--- src/rtl/hng_pkg.sv ---
// Package for the 5-smooth number generator: field widths, factor codes
// and the control and result structs of the shared scale-and-compare unit.
// No dependencies.
`timescale 1ns / 1ps
`default_nettype none

package hng_pkg;

    // Fixed widths of the query and the result fields.
    localparam int INDEX_W = 12;
    localparam int VALUE_W = 63;

    // Factor codes for the shared unit.
    localparam logic [1:0] FACTOR_TWO   = 2'd0;
    localparam logic [1:0] FACTOR_THREE = 2'd1;
    localparam logic [1:0] FACTOR_FIVE  = 2'd2;

    typedef logic [VALUE_W-1:0] value_t;

    // Control from the sequencer to the shared unit.
    typedef struct packed {
        logic [1:0] factor;  // which factor scales the table entry
        logic       first;   // first candidate of a new entry: restart the minimum
    } unit_ctrl_t;

    // Results of the shared unit.
    typedef struct packed {
        value_t product;     // factor times the table entry, kept to the value width
        value_t least;       // running minimum including this product
    } unit_res_t;

endpackage : hng_pkg

`default_nettype wire

--- src/rtl/hng_scale_min.sv ---
// Shared arithmetic unit: scales a table entry by 2, 3 or 5 with a shift
// and, for 3 and 5, an add, and folds the product into the running minimum.
// Depends on hng_pkg.
`timescale 1ns / 1ps
`default_nettype none

module hng_scale_min (
    input  wire hng_pkg::unit_ctrl_t ctrl,
    input  wire hng_pkg::value_t     entry,
    input  wire hng_pkg::value_t     least_in,
    output hng_pkg::unit_res_t       res
);
    import hng_pkg::*;

    value_t scaled;

    // Multiply by a small constant through a shift and at most one add.
    always_comb
    begin
        case (ctrl.factor)
            FACTOR_TWO:   scaled = {entry[VALUE_W-2:0], 1'b0};
            FACTOR_THREE: scaled = {entry[VALUE_W-2:0], 1'b0} + entry;
            FACTOR_FIVE:  scaled = {entry[VALUE_W-3:0], 2'b00} + entry;
            default:      scaled = '0;
        endcase
    end

    // Fold the product into the running minimum.
    always_comb
    begin
        res.product = scaled;
        if (ctrl.first || (scaled < least_in))
        begin
            res.least = scaled;
        end
        else
        begin
            res.least = least_in;
        end
    end

endmodule : hng_scale_min

`default_nettype wire

--- config.mk ---
export PLATFORM = sky130hd
export DESIGN_NAME = hng_scale_min
export DESIGN_NICKNAME = d
export VERILOG_FILES = /design/src/rtl/hng_pkg.sv /design/src/rtl/hng_scale_min.sv
export SDC_FILE = /design/constraint.sdc
export NUM_CORES = 1
export LEC_CHECK = 0
export ABC_CLOCK_PERIOD_IN_PS = 7700
export BUFFER_PORTS_ARGS = -buffer_cell sky130_fd_sc_hd__buf_2
export CAP_MARGIN = 25
export CORE_MARGIN = 4
export CORE_UTILIZATION = 45
export DETAILED_ROUTE_END_ITERATION = 16
export GPL_ROUTABILITY_DRIVEN = 0
export GPL_TIMING_DRIVEN = 0
export PLACE_DENSITY = 0.68
export SLEW_MARGIN = 0
export SYNTH_ARGS = -nofsm -noshare
export SYNTH_HDL_FRONTEND = slang
export SYNTH_SLANG_ARGS = --single-unit
--- constraint.sdc ---
create_clock -name vclk -period 7.7
set_clock_uncertainty 0.2 [all_clocks]
set_input_delay 1.155 -clock vclk [all_inputs]
set_output_delay 1.155 -clock vclk [all_outputs]
set_load 0.005 [all_outputs]
==> impl_metrics.json <==
{
  "cp_max_fo": 7,
  "synth_nets": 2004,
  "grt_use_total_pct": 36.02,
  "ys_types": 73,
  "setup.worst_path.end_class": "primary output",
  "synth_area_um2": 11030,
  "area_delta_synth_final_pct": 33.11,
  "fillCellCount": 2286,
  "drtIter0Drc": 1706,
  "die_y_um": 164.5,
  "routed_wl_um": 52570,
  "drc": 0,
  "slew_violations": 0,
  "core_area_um2": 24180,
  "layout-drive-gt1-share_pct": 26.35,
  "startpoint_type": "input pin",
  "dp_hpwl_um": 41550,
  "grt_max_degree": 12,
  "drt-met1-wl_um": 20670,
  "die_w_um": 164.5,
  "grt_pass1_vias": 14020,
  "violations": "setup timing",
  "period_needed_ps": 7842,
  "topRoutingLayerUsed": "met5",
  "dieArea_um2": 27070,
  "layout_common_cells": "buf_2 (222), a21oi_1 (180), nand2_1 (177)",
  "fin_crit_sh_pct": 101.8,
  "viasPerCell": 6.558,
  "min_path_type": "input pin to primary output",
  "setup_ws_ps": -142.1,
  "synth_top_family_by_area": "compound AO/OA/AOI/OAI gates",
  "worstMarginPinSlew_ps": 1126,
  "slew_headroom_pct": 24.11,
  "drv_cap": 0,
  "setup_viol": 46,
  "dr_wl_met3_um": 5990,
  "multi_input_area_um2": 11380,
  "globalRouteOverflowTotal": 0,
  "rsz0062_at_grt": "true",
  "initial_utilization_pct": 45.61,
  "route.met2.wl_um": 22530,
  "final_common_cell": "buf_2",
  "hold-path-cell-count": 3,
  "io_buffers": 254,
  "arrival_ps": 6490,
  "path_class": "input pin to primary output",
  "antenna_found_initial": 2,
  "yosysSeqAreaShare_pct": 0,
  "dr.pass1.iters": 6,
  "postSynthCellCount": 1690,
  "yosysWarnings": 0,
  "drtAntennaViolNets": 0,
  "nFlopsAndLatches": 0,
  "whs_ps": 2420,
  "num_rows": 57,
  "pin_count": 255,
  "syn_avg_cell_area_um2": 6.525,
  "finalHoldViolCount": 0,
  "yosys.area_share.simple_pct": 22.53,
  "max_clock_freq_mhz": 127.5,
  "status": "finished, violations left",
  "routedWlPerCell_um": 22.75,
  "yosys.area_share.adder_pct": 21.13,
  "synth.area.mux_share_pct": 6.173,
  "seq_area_um2": 0,
  "nets": 2301,
  "grt_pass1_wl_um": 78160,
  "synth_xor_area_share_pct": 7.546,
  "vias": 15160,
  "nClkBuffers": 0,
  "crit_required_ps": 6340,
  "synth-compound-area-share_pct": 36.20
}
## critical path, cell delays in order
cell and delay (ps):
buf_12 110, ha_4 250, buf_6 110, nand2_4 50, or3_4 390, or3_4 420, a211oi_4 340, nor3_4 90
o41a_4 430, or4_4 530, nand4_1 220, o21ai_2 150, ha_4 320, buf_6 90, nand4_1 130, nor3_2 190
nand3_1 120, o21bai_1 160, a31oi_1 220, a21o_4 210, clkinv_8 120, buf_12 160, o311ai_4 90, o211ai_1 220
buf_2 180
## what timing repair did
| action | in CTS | in global routing |
|---|---|---|
| gates cloned | 4 | 2 |
| pin swaps | 40 | 54 |
| hold buffers | 0 | 0 |
| buffers inserted | 28 | 27 |
| setup endpoints to repair | 63 | 63 |
| resized for setup | 180 | 176 |
## per-stage QoR
stage               setup WS (ps)  instances  TNS, ps  instance area [um^2]  utilization [%]
global placement            -1587       2268   -75470                 12700            52.54
global route               -199.0       2310    -7498                 14680            60.70
finish                     -142.1       2311    -3830                 14680            60.71
CTS                        -118.6       2298    -1571                 13800            57.06
detailed placement          -1673       2269   -80360                 12710            52.57
floorplan                   471.3       1690        0                 11030                -
## worst paths after layout
kind                          from      end  slack, ps
worst min-delay path  least_in[36]  res[36]       2420
worst max-delay path     entry[32]  res[48]       -140
## logic make-up after synthesis
logic type,Yosys count
compound gates,627
xor+xnor,95
fa+ha+maj,185
buf+inv,186
mux,64
simple gates,533
## layer usage
metal / up-vias / track usage [%]
met2: 989 / 57.29
met5: - / 0
met3: 207 / 5.166
met1: 7033 / 47.63
li1: 6925 / -
met4: 2 / 17.69
## cells in the mapped netlist (5+ instances only)
master / count / area (um^2)
nor4_1: 5 / 31.28
buf_2: 5 / 25.02
a21o_1: 62 / 465.5
a41oi_1: 7 / 61.31
o21ai_0: 130 / 650.6
nand4_1: 50 / 312.8
inv_1: 98 / 367.9
ha_1: 183 / 2290
o21a_1: 18 / 135.1
nand2_1: 187 / 701.9
xnor2_1: 61 / 534.3
or2_2: 6 / 37.54
a22oi_1: 10 / 75.07
and2_1: 8 / 50.05
a211oi_1: 18 / 135.1
mux2i_1: 35 / 350.3
buf_1: 7 / 26.28
o31a_1: 7 / 61.31
a211o_1: 8 / 70.07
o21bai_1: 27 / 202.7
mux2_2: 28 / 315.3
nand2b_1: 6 / 37.54
o31ai_1: 13 / 97.59
and3_1: 20 / 125.1
or3_1: 15 / 93.84
nor2b_1: 14 / 87.58
nor2_1: 129 / 484.2
a21oi_1: 196 / 980.9
o22ai_1: 27 / 168.9
o211ai_1: 20 / 150.1
xor2_1: 34 / 297.8
a31oi_1: 26 / 162.7
a221o_1: 8 / 80.08
nor3_1: 39 / 195.2
clkbuf_1: 73 / 274.0
nand3_1: 36 / 180.2
## cell type report
type                            count  share of cell area (%)
Buffer                             65                   2.591
Timing Repair inverter              1                  0.1364
Multi-Input combinational cell   1504                   77.53
Antenna cell                        2                 0.03410
Timing Repair Buffer              315                   14.30
Tap cell                          324                   2.762
Inverter                          100                   2.651
